**src/rtl/signed_multiply_divide_unit_macros.svh**
```systemverilog
// Assertion macros shared by the unit's modules.
`ifndef SIGNED_MULTIPLY_DIVIDE_UNIT_MACROS_SVH
`define SIGNED_MULTIPLY_DIVIDE_UNIT_MACROS_SVH

// Implication that holds in the same cycle.
`define SMDU_ASSERT_IMPL(label, clk, rstn, a, c, msg) \
    label: assert property (@(posedge clk) disable iff (!rstn) (a) |-> (c)) \
        else $error(msg);

// Implication checked in the following cycle.
`define SMDU_ASSERT_NEXT(label, clk, rstn, a, c, msg) \
    label: assert property (@(posedge clk) disable iff (!rstn) (a) |=> (c)) \
        else $error(msg);

`endif

```
**src/rtl/smdu_pkg.sv**
```systemverilog
package smdu_pkg;

    // Operation codes.
    localparam logic [1:0] OP_DIV  = 2'd0;
    localparam logic [1:0] OP_MULW = 2'd1;
    localparam logic [1:0] OP_MULT = 2'd2;

    // Size codes.
    localparam logic [1:0] SZ_8  = 2'd0;
    localparam logic [1:0] SZ_16 = 2'd1;

    localparam int DATA_W = 32;
    localparam int IN_TDATA_W = 104;
    localparam int OUT_TDATA_W = 72;
    localparam int QUEUE_DEPTH = 4;

    // Classified item passed from the front end to the back end.
    typedef struct packed {
        logic [1:0]  op;
        logic [1:0]  sz;
        logic        a_neg;
        logic        b_neg;
        logic [63:0] a_mag;
        logic [31:0] b_mag;
        logic [31:0] lo;
        logic [31:0] hi;
    } smdu_item_t;

    // Result item.
    typedef struct packed {
        logic        div_err;
        logic        cf;
        logic [31:0] r_hi;
        logic [31:0] r_lo;
    } smdu_res_t;

    // Sign-extends the low bits of a value per size.
    function automatic logic [31:0] sext32(input logic [31:0] v, input logic [1:0] sz);
        logic [31:0] r;
        case (sz)
            SZ_8:    r = {{24{v[7]}}, v[7:0]};
            SZ_16:   r = {{16{v[15]}}, v[15:0]};
            default: r = v;
        endcase
        return r;
    endfunction

endpackage

```
**src/rtl/smdu_queue.sv**
```systemverilog
// Short queue between front and back ends.
module smdu_queue
    import smdu_pkg::*;
#(
    parameter int DEPTH = QUEUE_DEPTH
) (
    input  logic       aclk,
    input  logic       aresetn,
    input  logic       in_valid,
    output logic       in_ready,
    input  smdu_item_t in_item,
    output logic       out_valid,
    input  logic       out_ready,
    output smdu_item_t out_item
);
    localparam int AW = (DEPTH > 1) ? $clog2(DEPTH) : 1;

    smdu_item_t mem [DEPTH];
    logic [AW-1:0] wr_reg, rd_reg;
    logic [AW:0]   cnt_reg;
    logic          push, pop;

    assign in_ready  = cnt_reg != (AW+1)'(DEPTH);
    assign out_valid = cnt_reg != '0;
    assign push = in_valid && in_ready;
    assign pop  = out_valid && out_ready;
    assign out_item = mem[rd_reg];

    // Storage write.
    always_ff @(posedge aclk) begin
        if (push) begin
            mem[wr_reg] <= in_item;
        end
    end

    // Pointers and fill count.
    always_ff @(posedge aclk) begin
        if (!aresetn) begin
            wr_reg  <= '0;
            rd_reg  <= '0;
            cnt_reg <= '0;
        end else begin
            if (push) begin
                wr_reg <= (wr_reg == AW'(DEPTH-1)) ? '0 : wr_reg + 1'b1;
            end
            if (pop) begin
                rd_reg <= (rd_reg == AW'(DEPTH-1)) ? '0 : rd_reg + 1'b1;
            end
            cnt_reg <= cnt_reg + (AW+1)'(push) - (AW+1)'(pop);
        end
    end

`include "signed_multiply_divide_unit_macros.svh"
    `SMDU_ASSERT_IMPL(a_no_overfill, aclk, aresetn, 1'b1, cnt_reg <= (AW+1)'(DEPTH), "queue overfilled")
    `SMDU_ASSERT_NEXT(a_push_only, aclk, aresetn, push && !pop, cnt_reg == $past(cnt_reg) + 1'b1, "count did not rise")
    `SMDU_ASSERT_NEXT(a_pop_only, aclk, aresetn, pop && !push, cnt_reg == $past(cnt_reg) - 1'b1, "count did not fall")
endmodule

```
**config.mk**
```make
export PLATFORM = sky130hd
export DESIGN_NAME = smdu_queue
export DESIGN_NICKNAME = d
export VERILOG_FILES = /design/src/rtl/smdu_pkg.sv /design/src/rtl/smdu_queue.sv
export VERILOG_INCLUDE_DIRS = /design/src /design/src/rtl
export SDC_FILE = /design/constraint.sdc
export NUM_CORES = 1
export LEC_CHECK = 0
export BUFFER_PORTS_ARGS = -buffer_cell sky130_fd_sc_hd__buf_2
export CAP_MARGIN = 15
export CORE_MARGIN = 5
export CORE_UTILIZATION = 28
export CTS_CLUSTER_DIAMETER = 50
export DETAILED_ROUTE_END_ITERATION = 10
export PLACE_DENSITY = 0.54
export SLEW_MARGIN = 20
export SYNTH_ARGS = -nofsm -noshare
export SYNTH_HDL_FRONTEND = slang
export SYNTH_SLANG_ARGS = --single-unit
```
**constraint.sdc**
```tcl
create_clock -name aclk -period 9.6 [get_ports aclk]
set_input_delay 1.92 -clock aclk [delete_from_list [all_inputs] [get_ports aclk]]
set_output_delay 1.92 -clock aclk [all_outputs]
set_load 0.05 [all_outputs]
```
# ---- Word-level counts from Yosys, hierarchy flattened
# Memories as Yosys holds them, arrays and structs flattened. A register that Yosys moved wholly into a read port is not among the register bits.
# Cells that the tools add are included.
dict set report word_totals {
  mem_count 1
  output_inout_bits 168
  ff_bits 7
  ram_bits 664
  inputBits 170
  word_cells 20
}
dict set report op_classes {
  addsub 4
  n_eq_ne 3
  n_reduce_logical 3
  muxes 6
}
# name depth width read_ports rd_clocked_by_memory_dff write_ports line_no
set memory_table {}
lappend memory_table {mem 4 166 1 1 1 smdu_queue.sv:18} ;# smdu_item_t mem [DEPTH];
# cell n
set ops {}
lappend ops {{two-way mux 2 bit} 4}
lappend ops {{adder 2 x 1 -> 2 bit (second input constant)} 2}
lappend ops {{== test 2 bit (second input constant)} 2}
lappend ops {{adder 3 x 1 -> 3 bit} 1}
lappend ops {{!= test 3 bit (second input constant)} 1}
lappend ops {{nonzero test 3 bit} 1}
lappend ops {{subtractor 3 x 1 -> 3 bit} 1}
lappend ops {{logical AND 1 bit} 2}
lappend ops {{two-way mux 1 bit} 2}

# ---- Logic depth before layout (Yosys ltp)
dict set report depth {
  ltp_word 4
  mapped_depth 12
  depth_no_buf 11
}

# ---- Least setup slack after synthesis
# OpenSTA, ideal clock, no wires.
dict set report synth_path {
  path_kind {input-to-reg}
  startpoint {in in_valid}
  endpoint {mem mem[0][0] (netlist bit), enable pin}
  cell_stages 1
  setup_time_ns 0.453
  arrival_time_ns 3.952
  slack_ns 5.195
  t_required_ns 9.147
  cell_sequence {and3_2}
}
dict set report synth_between {
  elab_chain_cells 3
}
# item line_no
set synth_lines {}
lappend synth_lines {{start, declared} smdu_queue.sv:9} ;# input logic in_valid,
lappend synth_lines {{logical AND 1 bit} smdu_queue.sv:25} ;# assign push = in_valid && in_ready;
lappend synth_lines {{two-way mux 1 bit} smdu_queue.sv:31} ;# if (push) begin
lappend synth_lines {{two-way mux 1 bit (not written as such)} smdu_queue.sv:32} ;# mem[wr_reg] <= in_item;
lappend synth_lines {{end, declared} smdu_queue.sv:18}
# No other way between the ends.

==> summary.txt <==
Timing
  – Min Hold Slack: 0.5070 ns
  – Worst slew margin: 32.10%
  – Final Cycle Share: 53.43%
  – Max-slew violation count: 0
  – RSZ-0062 raised after global routing: no
  – Finish-stage setup viols: 0
  – Fmax: 195.0 MHz
  – Least-Margin Pin Slew: 1.018 ns
  – Skew final: 0.02666 ns
  – Final Hold Viols: 0
  – Setup TNS: 0 ns
  – Final period demand of the worst path: 5.129 ns

Yosys
  – Dominant cells by area after synthesis: edfxtp_1, mux4_2, buf_6
  – Post-synthesis instance total: 919
  – Top cell type's share of synthesized area: 81.51%
  – Synth Cell Area: 24460 µm²
  – Yosys cell types: 26
  – FF+latch count, synth: 673
  – Commonest cells in the netlist: edfxtp_1, mux4_2, buf_6
  – Seq/Total Area, Yosys: 82.25%
  – Yosys top cell by area: edfxtp_1
  – Asr flop ratio synth: 0%
  – Count leader, synth: edfxtp_1
  – Mean Syn Cell Area: 26.62 µm²
  – Top FF cell, synth: edfxtp_1
  – EDFF count, synth: 664
  – Ys Warns: 0
  – Synth Net Count: 1097

Setup path
  – Crit path largest cell delay: 0.91 ns
  – Worst EP arrival: 3.21 ns
  – R2r setup slk: 6.32 ns
  – Element type at the critical path end: output port
  – CP required: 7.68 ns
  – CP cell instances: buf_4 > mux4_2 > buf_2
  – Worst reg2reg endpoint: mem[0][165]$_DFFE_PP_
  – Reg2reg start: cnt_reg[1]$_SDFF_PN0_
  – Crit path kind: flip-flop to output port
  – Critical-path top delay cell: dfxtp_4
  – Number of buffers and inverters on the critical path: 2
  – Delay-heaviest family, CP: buffers and inverters
  – Crit-path max FO: 60
  – Reg2reg path depth: 4
  – Setup crit start kind: flip-flop

Floorplan
  – # IOs: 338
  – Die width: 305.6 µm
  – Chip height: 305.6 µm
  – Die area: 93380 µm²
  – Total core area: 86750 µm²
  – Initial Util: 28.20%
  – # rows: 108

Drt
  – Final wirelength: 53170 µm
  – DR pass1 iterations: 4
  – Post-route antenna net violation count: 0
  – Via count: 11030
  – Initial DRC count: 745
  – Avg Vias per Cell: 4.353
  – DR DRC count: 0
  – Average wire per standard cell: 20.98 µm

Placed design
  – Final HPWL DP: 32160 µm
  – Placed cell count: 2389
  – GPL Wtd Cong: 0.6791
  – Port bufs: 337
  – Cell Area, Placed: 27450 µm²

Clock network
  – Reg clk slew, reported paths: 0.05 ns
  – Clock Tree Buf Depth: 3
  – Total CTS buffers: 80
  – Setup Fix Bufs, Post-CTS: 0
  – Worst skew pair latency: 0.62 ns
  – CTS Root Cell: clkbuf_16
  – TritonCTS Sinks: 673
  – CTS tree: yes
  – Post-CTS Resized: 0
  – H-tree depth: 3
  – Hold-fix buffers, CTS: 0

Global routing
  – Global route overflow: 0
  – Number of global-route vias before repair: 12252
  – Total track usage: 11.21%
  – Initial antenna violation count: 9
  – First-pass GRT wire length: 79500 µm
  – Largest net degree at the start of global routing: 78

Cells and area
  – NumNets Final: 1494
  – Design Area, Final: 29950 µm²
  – Final cell count without fillers: 2534
  – Share of layout cells above drive strength 1: 46.43%
  – Syn-to-layout area delta: 22.43%
  – Max reg flops: 664

Pwr
  – Power density of the placed cells: 299.8 nW/µm²
  – Leak pwr: 9.806 nW
  – Peak supply drop: 203.9 µV
  – Overall power: 8.980 mW

Run status
  – Outcome: complete, no violations

Flow run
  – Max cap viols: 0

Hold path
  – Hold Startpoint: wr_reg[1]$_SDFFE_PN0P_
  – Hold Path Cell Cnt: 2
  – Hold Path Class: flip-flop to flip-flop
  – WHS Endpoint: wr_reg[1]$_SDFFE_PN0P_
[cells in the final DEF (no fill, tap or decap)]
cell	synthesis	layout
clkinv_8	0	4
inv_8	0	4
inv_1	6	6
mux4_2	166	166
nand2_1	5	5
clkinv_1	0	15
buf_12	0	1
o31ai_1	1	1
ha_1	7	7
o21ai_1	1	1
dfxtp_1	9	7
nor2_1	2	2
mux2i_1	1	1
nor2b_1	1	1
edfxtp_1	664	664
and3_4	0	4
and2_4	1	1
or3_2	1	1
buf_2	15	337
o21ai_0	2	2
clkinv_16	0	1
nand3_1	2	2
bufinv_16	0	3
xnor2_1	2	2
clkinv_4	0	3
clkbuf_16	0	80
nand4_1	1	1
buf_4	2	16
or3b_1	1	1
inv_16	0	2
dfxtp_4	0	2
clkinv_2	0	9
clkbuf_1	2	15
diode_2	0	5
and2_1	2	2
fa_1	1	1
inv_6	0	2
clkinvlp_4	0	2
[report_power, final]
| part | internal (mW) | total [mW] | switching (mW) | leakage, nW |
|---|---|---|---|---|
| Clock | 1.64 | 2.81 | 1.17 | 1.21 |
| Combinational | 0.723 | 2.51 | 1.79 | 2.44 |
| Sequential | 3.56 | 3.66 | 0.0999 | 6.16 |
| Total | 5.92 | 8.98 | 3.06 | 9.81 |
[worst reg2reg max path, cell delays in order (launching register included)]
cell and delay [ns]:
dfxtp_1 0.44, or3b_1 0.31, and3_4 0.78, buf_4 0.64, buf_4 0.65
[how the worst max path moves through the flow]
stage | depth (start not counted) | from | endpoint
after CTS | 3 | flip-flop | out_item[99]
final | 3 | flip-flop | out_item[36]
after global routing | 3 | flip-flop | out_item[36]
after global placement | 4 | in_valid | mem[0][19]$_DFFE_PP_
after floorplan | 1 | in_valid | mem[0][0]$_DFFE_PP_
after detailed placement | 4 | in_valid | mem[0][163]$_DFFE_PP_
[cell families after synthesis]
| family | share of synthesized area (%) |
|---|---|
| XOR/XNOR | 0.07162 |
| multiplexers | 15.32 |
| AO/OA/AOI/OAI | 0.09206 |
| adder cells (fa/ha/maj) | 0.4399 |
| AND/OR/NAND/NOR | 0.4758 |
| buffers and inverters | 1.350 |
| flip-flops | 82.25 |
[metrics by stage]
stage / util (%) / worst slack [ns]
after floorplan: - / 5.195
after global placement: 31.64 / 4.931
after detailed placement: 31.64 / 4.940
after CTS: 34.51 / 4.359
after global routing: 34.51 / 4.295
final: 34.52 / 4.471
[layout make-up]
| type | count | area, µm² |
|---|---|---|
| fillers | 8132 | 56800 |
| flip-flops and latches | 673 | 20130 |
| multi-input cells | 201 | 4028 |
| clock buffers | 95 | 2058 |
| repair buffers | 354 | 1827 |
| well taps | 1155 | 1445 |
| clock inverters | 45 | 430.4 |
| inverters | 6 | 22.52 |
| diodes | 5 | 12.51 |
[layer usage]
layer,GRT usage [%],up-vias,share of wire (%)
met2,18.56,298,50
met1,14.19,5853,41
met4,2.872,8,1.7
met5,0,-,0.10
li1,-,4803,-
met3,3.932,68,7.4
No activity file was read; power rests on OpenSTA's default activity.
