## config.mk

```make
export PLATFORM = sky130hd
export DESIGN_NAME = smdu_front
export DESIGN_NICKNAME = d
export VERILOG_FILES = /design/src/rtl/signed_multiply_divide_unit_macros.svh /design/src/rtl/smdu_pkg.sv /design/src/rtl/smdu_front.sv
export SDC_FILE = /design/constraint.sdc
export NUM_CORES = 1
export LEC_CHECK = 0
export ABC_AREA = 1
export BUFFER_PORTS_ARGS = -buffer_cell sky130_fd_sc_hd__clkbuf_2
export CAP_MARGIN = 40
export CELL_PAD_IN_SITES_DETAIL_PLACEMENT = 1
export CELL_PAD_IN_SITES_GLOBAL_PLACEMENT = 2
export CORE_ASPECT_RATIO = 0.9
export CORE_MARGIN = 10
export CORE_UTILIZATION = 28
export CTS_BUF_LIST = sky130_fd_sc_hd__clkbuf_2 sky130_fd_sc_hd__clkbuf_4 sky130_fd_sc_hd__clkbuf_8
export CTS_CLUSTER_DIAMETER = 30
export DETAILED_ROUTE_END_ITERATION = 8
export PLACE_DENSITY = 0.84
export SLEW_MARGIN = 20
export SYNTH_ARGS = -nofsm -noshare
export SYNTH_HDL_FRONTEND = slang
export SYNTH_SLANG_ARGS = --single-unit
```

## constraint.sdc

```tcl
create_clock -name aclk -period 10.2 [get_ports aclk]
set_input_delay 1.53 -clock aclk [delete_from_list [all_inputs] [get_ports aclk]]
set_output_delay 1.53 -clock aclk [all_outputs]
set_load 0.01 [all_outputs]
```

## src/rtl/signed_multiply_divide_unit_macros.svh

```systemverilog
// Assertion macros shared by the unit's modules.
`ifndef SIGNED_MULTIPLY_DIVIDE_UNIT_MACROS_SVH
`define SIGNED_MULTIPLY_DIVIDE_UNIT_MACROS_SVH

// Implication that holds in the same cycle.
`define SMDU_ASSERT_IMPL(label, clk, rstn, a, c, msg) \
    label: assert property (@(posedge clk) disable iff (!rstn) (a) |-> (c)) \
        else $error(msg);

// Implication checked in the following cycle.
`define SMDU_ASSERT_NEXT(label, clk, rstn, a, c, msg) \
    label: assert property (@(posedge clk) disable iff (!rstn) (a) |=> (c)) \
        else $error(msg);

`endif

```

## src/rtl/smdu_pkg.sv

```systemverilog
package smdu_pkg;

    // Operation codes.
    localparam logic [1:0] OP_DIV  = 2'd0;
    localparam logic [1:0] OP_MULW = 2'd1;
    localparam logic [1:0] OP_MULT = 2'd2;

    // Size codes.
    localparam logic [1:0] SZ_8  = 2'd0;
    localparam logic [1:0] SZ_16 = 2'd1;

    localparam int DATA_W = 32;
    localparam int IN_TDATA_W = 104;
    localparam int OUT_TDATA_W = 72;
    localparam int QUEUE_DEPTH = 4;

    // Classified item passed from the front end to the back end.
    typedef struct packed {
        logic [1:0]  op;
        logic [1:0]  sz;
        logic        a_neg;
        logic        b_neg;
        logic [63:0] a_mag;
        logic [31:0] b_mag;
        logic [31:0] lo;
        logic [31:0] hi;
    } smdu_item_t;

    // Result item.
    typedef struct packed {
        logic        div_err;
        logic        cf;
        logic [31:0] r_hi;
        logic [31:0] r_lo;
    } smdu_res_t;

    // Sign-extends the low bits of a value per size.
    function automatic logic [31:0] sext32(input logic [31:0] v, input logic [1:0] sz);
        logic [31:0] r;
        case (sz)
            SZ_8:    r = {{24{v[7]}}, v[7:0]};
            SZ_16:   r = {{16{v[15]}}, v[15:0]};
            default: r = v;
        endcase
        return r;
    endfunction

endpackage

```

## src/rtl/smdu_front.sv

```systemverilog
// Front end: decodes size, forms operand magnitudes and signs.
module smdu_front
    import smdu_pkg::*;
(
    input  logic                    aclk,
    input  logic                    aresetn,
    input  logic                    in_valid,
    output logic                    in_ready,
    input  logic [IN_TDATA_W-1:0]   in_data,
    output logic                    out_valid,
    input  logic                    out_ready,
    output smdu_item_t              out_item
);
    logic [1:0]  op, sz;
    logic [31:0] lo, hi, src, se_src, se_lo, b_mag;
    logic [63:0] dvd, a_mag;
    logic        a_neg, b_neg;
    logic        valid_reg;
    smdu_item_t  item_reg, item_next;

    assign op  = in_data[1:0];
    assign sz  = in_data[3:2];
    assign lo  = in_data[35:4];
    assign hi  = in_data[67:36];
    assign src = in_data[99:68];

    // Dividend and divisor (or multiplicands) sign-extended to full width.
    always_comb begin
        se_src = sext32(src, sz);
        se_lo  = sext32(lo, sz);
        case (sz)
            SZ_8:    dvd = {{48{hi[7]}}, hi[7:0], lo[7:0]};
            SZ_16:   dvd = {{32{hi[15]}}, hi[15:0], lo[15:0]};
            default: dvd = {hi, lo};
        endcase
        if (op == OP_DIV) begin
            a_neg = dvd[63];
            a_mag = a_neg ? (~dvd + 64'd1) : dvd;
        end else begin
            a_neg = se_lo[31];
            a_mag = {32'd0, a_neg ? (~se_lo + 32'd1) : se_lo};
        end
        b_neg = se_src[31];
        b_mag = b_neg ? (~se_src + 32'd1) : se_src;
        item_next = '{op: op, sz: sz, a_neg: a_neg, b_neg: b_neg, a_mag: a_mag,
                      b_mag: b_mag, lo: lo, hi: hi};
    end

    assign in_ready = !valid_reg || out_ready;

    // Output register of the front end.
    always_ff @(posedge aclk) begin
        if (!aresetn) begin
            valid_reg <= 1'b0;
        end else if (in_ready) begin
            valid_reg <= in_valid;
        end
        if (in_ready && in_valid) begin
            item_reg <= item_next;
        end
    end

    assign out_valid = valid_reg;
    assign out_item  = item_reg;
endmodule

```

Yosys cells after proc, flatten, opt, wreduce, memory -nomap -nowiden
Index checks and enable logic that the tools add are counted.
{"block": "op_classes", "add_sub_neg": 3, "n_eq_ne": 1, "mux": 8, "n_bitwise": 3, "reduce_logical": 6}
{"cell": "32-bit case mux with 2 select lines", "n": 2}
{"cell": "64-bit case mux with 2 select lines", "n": 1}
{"cell": "32-bit by 1-bit adder with 32-bit output (second input constant)", "n": 2}
{"cell": "64-bit by 1-bit adder with 64-bit output (second input constant)", "n": 1}
{"cell": "32-bit 2-to-1 mux", "n": 2}
{"cell": "32-bit inverter", "n": 2}
{"cell": "64-bit inverter", "n": 1}
{"cell": "63-bit 2-to-1 mux", "n": 1}
{"cell": "31-bit 2-to-1 mux", "n": 1}
{"cell": "2-bit logical NOT", "n": 2}
{"cell": "2-bit by 1-bit equality test with 1-bit output (second input constant)", "n": 1}
{"cell": "2-bit AND reduction", "n": 1}
{"cell": "1-bit logical AND", "n": 1}
{"cell": "1-bit logical NOT", "n": 1}
{"cell": "1-bit logical OR", "n": 1}
{"cell": "1-bit 2-to-1 mux", "n": 1}
{"block": "word_totals", "register_bits": 167, "in_bits": 108, "out_inout_bits": 168}

Depth between registers and ports, before layout
Gate-level depths: netlist (run 1).
{"block": "logic_depth", "ltp_word": 6, "depth_mapped": 17, "ltp_nobuf": 15}

Worst setup path before layout (run 1)
No wires, ideal clock.
{"block": "synth_timing", "kind": "input to register", "from": "input in_valid", "to": "register item_reg, in the netlist out_item[0], enable pin", "arrival_time_ps": 9498, "t_required_ps": 9456, "path_slack_ps": -42, "cell_stages": 2, "path_buffers": 0, "cell_sequence": "inv_1 > a21oi_1"}
{"block": "synth_via", "elab_chain_cells": 1}
{"item": "from (decl)", "line_no": "smdu_front.sv:7", "text": "input logic in_valid,"}
{"item": "1-bit logical AND", "line_no": "smdu_front.sv:58", "text": "if (in_ready && in_valid) begin"}
{"item": "to (signal assigned)", "line_no": "smdu_front.sv:59", "text": "item_reg <= item_next;"}
{"item": "to (decl)", "line_no": "smdu_front.sv:19", "text": "smdu_item_t item_reg, item_next;"}
Every way passes these cells.
A chain may end at the register's enable or synchronous reset.

Final worst setup path (run 1)
{"block": "layout_timing", "from": "input in_data[2]", "to": "register item_reg, in the netlist out_item[138] (data pin)"}
{"block": "layout_via", "elab_chain_cells": 5}
{"item": "from (decl)", "line_no": "smdu_front.sv:9", "text": "input logic [IN_TDATA_W-1:0] in_data,"}
{"item": "2-bit by 1-bit equality test with 1-bit output / 2-bit logical NOT (equally long branches)", "line_no": "smdu_front.sv:31", "text": "case (sz)"}
{"item": "64-bit case mux with 2 select lines (*)", "line_no": "smdu_front.sv:31"}
{"item": "64-bit inverter", "line_no": "smdu_front.sv:38", "text": "a_mag = a_neg ? (~dvd + 64'd1) : dvd;"}
{"item": "64-bit by 1-bit adder with 64-bit output", "line_no": "smdu_front.sv:38"}
{"item": "63-bit 2-to-1 mux (*)", "line_no": "smdu_front.sv:38"}
Mark *: on every way between the ends. The rest lies on a longest branch, timed or not.

==> results of run 1 <==
-- worst reg2reg max path: stages, from the launching register on --
cell and delay (ps):
dfxtp_1 360, a21oi_4 380, buf_8 230, buf_4 460, buf_12 300
-- cell usage after synthesis, types with 16 or more instances --
cell / n / area share
nand2_1: 414 / 0.14
nor2_1: 225 / 0.077
edfxtp_1: 165 / 0.45
nand3_1: 139 / 0.063
inv_1: 137 / 0.047
o21ai_0: 50 / 0.023
a21oi_1: 43 / 0.020
nand4_1: 33 / 0.019
nor2_2: 31 / 0.018
o21ai_1: 21 / 0.0096
xor2_1: 20 / 0.016
nand2_2: 19 / 0.011
buf_2: 16 / 0.0073
-- per-layer routing --
metal,track usage,part of all wire,up-vias
li1,-,-,5277
met1,0.238,0.45,5293
met2,0.324,0.49,237
met3,0.0395,0.047,33
met4,0.0419,0.014,2
met5,0,0.00020,-
-- stage by stage --
step,hold slack (ps),cell area [µm²],power [W]
global route,628,13200,0.00185
global placement,533,12800,0.00131
floorplan,608,11000,0.00114
CTS,585,13100,0.00177
finish,577,13200,0.00175
detailed placement,574,12800,0.00132
-- kinds of logic after synthesis --
group                    after synthesis
AO/OA/AOI/OAI                        132
XOR/XNOR                              28
buffers and inverters                192
flip-flops                           166
adder cells (fa/ha/maj)                2
AND/OR/NAND/NOR                      922
-- registers in the layout, indices dropped and copies added, names as in the netlist --
signal	flops
out_item	165
out_valid	1
-- how the worst min path moves through the flow --
stage,from,endpoint
floorplan,out_valid,out_valid
global placement,out_valid,out_valid
detailed placement,out_valid,out_valid
CTS,out_valid,out_valid
global route,out_valid,out_valid
finish,out_valid,out_valid
-- final cells by class --
class | count | area, µm² | area share
Clock buffer | 19 | 249 | 0.0188
Clock inverter | 13 | 83.8 | 0.00634
Inverter | 149 | 562 | 0.0425
Multi-Input combinational cell | 1084 | 5170 | 0.392
Sequential cell | 166 | 4970 | 0.377
Tap cell | 525 | 657 | 0.0497
Timing Repair Buffer | 283 | 1510 | 0.114
-- where the power goes --
part           switching (W)  internal (W)  leakage [nW]
clock network       0.000266      0.000171         0.167
registers          0.0000159      0.000819          1.62
logic               0.000331      0.000144          4.35
total               0.000612       0.00113          6.13
==> impl_metrics.json, run 1 <==
{
  "fillers": 4871,
  "cp-startpoint": "in_data[2]",
  "crit_end": "out_item[138]",
  "worst_setup_path_start_kind": "input pin",
  "cp_data_arrival_time_ps": 4870,
  "die_h_um": 208,
  "r2r-end": "out_item[25]",
  "post-route-period-util": 0.451,
  "rsz0062_at_grt": "false",
  "worst_pin_slew_ps": 821,
  "ys_seq_area_frac": 0.453,
  "grt_overflow": 0,
  "r2r_cells": 4,
  "ant_nets": 0,
  "crit_family": "simple AND/OR/NAND/NOR gates",
  "die_x_um": 229,
  "routedWlPerCell_um": 20.3,
  "antenna_found_initial": 1,
  "cts_max_path_buffers": 2,
  "slew_headroom": 0.453,
  "dp_slack_ps": 4510,
  "post_cts_buffers": 0,
  "ctsResizeCount": 0,
  "cts_tree": "done",
  "final_cell_mix": "nand2_1 (414), clkbuf_2 (271), nor2_1 (224)",
  "r2r_slack_ps": 8120,
  "crit_fanout": 68,
  "dp_cells": 2204,
  "final_layout_size_suffix_gt1_frac": 0.239,
  "setup_slack_ps": 5600,
  "synth_cells": 1442,
  "ys_warn_count": 0,
  "finalSetupViolCount": 0,
  "status": "finished, final reports clean",
  "clockRootBuffer": "clkbuf_8",
  "final_cells": 2239,
  "r2r-start": "out_valid",
  "final_common_cell": "nand2_1",
  "criticalPathCategory": "input pin to flip-flop",
  "routabilityCongestion": 0.911,
  "async_flop_share": 0,
  "synth_mux_area_frac": 0,
  "cp_num_buf_inv": 4,
  "crit_chain": "clkbuf_2, nor2_4, nand2_4, nand2_4, inv_2, nand2_4, buf_16, inv_2, a21oi_1, nand3b_1, nand2_1, nand2_1, nor2_1",
  "hold_depth": 2,
  "worstSkewPairLatency_ps": 510,
  "hp-class": "flip-flop to flip-flop",
  "start_util": 0.285,
  "final_net_count": 1811,
  "synthXorXnorAreaFrac": 0.0223,
  "fin_util": 0.343,
  "drc": 0,
  "yosys_register_bits": 166,
  "cts_made_buffers": 17,
  "synth.net_count": 1552,
  "critPathSlowestCell": "nor2_4",
  "period_needed_ps": 4600,
  "synth_top_family_by_area": "simple AND/OR/NAND/NOR gates",
  "htree_levels": 4,
  "crit_cells": 13,
  "fmax_mhz": 217,
  "syn-cell-area_um2": 11000,
  "synth_fa_ha_area_frac": 0.00228,
  "synth_cell_type_count": 46,
  "synth_edf_count": 165,
  "finalWirelength_um": 45500,
  "core_area_um2": 38500,
  "cp_common_cell": "nand2_4",
  "vias": 10800,
  "clkTransAtPathRegs_ps": 90,
  "setup_tns_ps": 0,
  "maxCapViolations": 0,
  "synthSimpleGateAreaFrac": 0.380,
  "synth_area_per_cell_um2": 7.61,
  "viasPerCell": 4.84,
  "synth_ff_type": "edfxtp_1",
  "dp_hpwl_um": 36100,
  "area_growth_pct": 20.3,
  "grt_usage": 0.189,
  "drt_pass1_iterations": 5,
  "leakage_nw": 6.13,
  "finalHoldViolCount": 0,
  "first_iter_violations": 707,
  "crit_required_ps": 10470,
  "grt_pass1_wl_um": 69600,
  "synth-compound-area-share": 0.0646,
  "grt_pass1_vias": 11500,
  "portBuffers": 271,
  "dieArea_um2": 47500,
  "slew_violations": 0,
  "cts_num_sinks": 166,
  "hold_buffers": 0,
  "cpPeakStageDelay_ps": 630,
  "fin_skew_ps": 14.7,
  "row_count": 68,
  "powerDensity_nw_per_um2": 132,
  "n_antenna_cell": 0,
  "max-vdd-ir-drop_uv": 79.3,
  "endpoint_kind": "flip-flop",
  "grt_max_degree": 73,
  "ios": 276
}
No activity file was read; power rests on OpenSTA's default activity.
==> run 2: changes to the inputs <==
Settings changed: CORE_UTILIZATION 28 to 31, PLACE_DENSITY 0.84 to 0.88.
Clock period 10.2 ns to 4.5 ns, I/O delays scaled along.
==> run 2 against run 1 <==
  * Combinational power increased by 130%
  * Critical endpoint is now out_item[159]
  * Worst hold slack lost 220 ps
  * Sequential power up 130%
  * Cell area is 0.28% higher
  * Highest routed layer is now met4
  * Sequential cell count unchanged
  * Cell count down 2.3%
  * Clock power grew to 2.8 times the previous value
==> impl_metrics.json, run 2 (synthesis results as in run 1) <==
{
  "status": "finished, final reports clean",
  "hold_buffers": 0,
  "die_h_um": 199,
  "slew_violations": 0,
  "n_antenna_cell": 0,
  "crit_required_ps": 4850,
  "crit_cells": 9,
  "grt_usage": 0.201,
  "fin_area_um2": 13300,
  "seq_power_share": 0.454,
  "vias": 10800,
  "endpoint_kind": "flip-flop",
  "die_x_um": 218,
  "power_w": 0.00417,
  "r2r-end": "out_item[131]",
  "cp_data_arrival_time_ps": 3570,
  "worst_pin_slew_ps": 746,
  "cp-startpoint": "in_data[2]",
  "rsz0062_at_grt": "false",
  "worstSkewPairLatency_ps": 500,
  "p_int_w": 0.00275,
  "period_needed_ps": 3220,
  "drc": 0,
  "fillers": 4412,
  "clockRootBuffer": "clkbuf_8",
  "placed_area_um2": 12800,
  "cts_max_path_buffers": 2,
  "grt_pass1_wl_um": 66400,
  "post-route-period-util": 0.716,
  "dp_cells": 2155,
  "grt_max_degree": 65,
  "antenna_found_initial": 0,
  "ios": 276,
  "final_cell_mix": "nand2_1 (414), clkbuf_2 (271), nor2_1 (224)",
  "dp_hpwl_um": 35600,
  "p_switching_w": 0.00143,
  "dieArea_um2": 43400,
  "htree_levels": 4,
  "row_count": 65,
  "clkTransAtPathRegs_ps": 100,
  "whs_ps": 356,
  "routabilityCongestion": 0.908,
  "crit_fanout": 25,
  "crit_end": "out_item[159]",
  "final_cells": 2187,
  "critPathSlowestCell": "nor4_1",
  "maxCapViolations": 0,
  "leakage_nw": 6.19,
  "final_common_cell": "nand2_1",
  "grt_overflow": 0,
  "criticalPathCategory": "input pin to flip-flop",
  "switching_share": 0.342,
  "post_cts_buffers": 0,
  "cpPeakStageDelay_ps": 540,
  "worst_setup_path_start_kind": "input pin",
  "hp-class": "input pin to flip-flop",
  "drt_pass1_iterations": 5,
  "area_growth_pct": 20.7,
  "finalHoldViolCount": 0,
  "largest_register_ffs": 165,
  "slew_headroom": 0.502,
  "fin_skew_ps": 7.36,
  "r2r-start": "out_valid",
  "routedWlPerCell_um": 20.2,
  "cts_made_buffers": 17,
  "portBuffers": 271,
  "viasPerCell": 4.95,
  "cts_num_sinks": 166,
  "powerDensity_nw_per_um2": 315,
  "finalWirelength_um": 44200,
  "crit_chain": "clkbuf_2, nand3_4, nand2_4, inv_2, nand2_2, nand2_1, nor4_1, nand3_1, nor2_1",
  "core_area_um2": 35000,
  "start_util": 0.314,
  "r2r_cells": 3,
  "setup_tns_ps": 0,
  "comb_power_share": 0.256,
  "final_net_count": 1815,
  "r2r_slack_ps": 2740,
  "grt_pass1_vias": 11200,
  "cp_num_buf_inv": 2,
  "crit_family": "simple AND/OR/NAND/NOR gates",
  "max-vdd-ir-drop_uv": 186,
  "final_layout_size_suffix_gt1_frac": 0.243,
  "cts_tree": "done",
  "clkPwrFrac": 0.290,
  "ant_nets": 0,
  "fmax_mhz": 311,
  "first_iter_violations": 718,
  "ctsResizeCount": 0,
  "finalSetupViolCount": 0
}
run 2: cell count changes in the layout (fill, tap and decap cells not counted), moves of 3 or more:
| cell | change |
|---|---|
| inv_8 | +3 |
| inv_6 | +3 |
| clkinv_4 | -4 |
| clkinv_1 | -4 |
| buf_4 | +6 |
| bufinv_16 | +3 |
run 2: layout make-up:
| cell class | instances | area (µm²) | area share |
|---|---|---|---|
| tap | 469 | 587 | 0.0443 |
| inverter | 149 | 562 | 0.0424 |
| sequential | 166 | 4970 | 0.375 |
| clock buffer | 17 | 234 | 0.0177 |
| timing repair buffer | 287 | 1530 | 0.116 |
| clock inverter | 15 | 189 | 0.0143 |
| multi-input combinational | 1084 | 5170 | 0.390 |
run 2: routing by layer:
| layer | share of wire | wire length (µm) | GRT usage |
|---|---|---|---|
| met1 | 0.44 | 19600 | 0.255 |
| met5 | 0 | 0 | 0 |
| met3 | 0.057 | 2500 | 0.0439 |
| met2 | 0.49 | 21500 | 0.340 |
| met4 | 0.012 | 546 | 0.0457 |
run 2: worst min path at each step:
| stage | start | endpoint | depth (start not counted) |
|---|---|---|---|
| 2_1_floorplan | out_valid | out_valid | 2 |
| 3_3_place_gp | out_valid | out_valid | 2 |
| 3_5_place_dp | out_valid | out_valid | 2 |
| 4_1_cts | in_data[28] | out_item[56] | 1 |
| 5_1_grt | in_data[28] | out_item[56] | 1 |
| 6_report | in_data[28] | out_item[56] | 1 |
run 2: power groups by stage:
stage / Sequential (W) / Clock [W] / Combinational (W)
floorplan: 0.00200 / 0 / 0.000587
global placement: 0.00192 / 0 / 0.00105
detailed placement: 0.00193 / 0 / 0.00107
CTS: 0.00190 / 0.00126 / 0.00108
global route: 0.00190 / 0.00131 / 0.00119
finish: 0.00189 / 0.00121 / 0.00107
run 2: metrics by stage:
stage | worst slack, ps | util
after global placement | 804 | 0.366
after floorplan | 552 | -
after CTS | 1350 | 0.379
after detailed placement | 788 | 0.367
after global routing | 1020 | 0.379
final | 1280 | 0.379
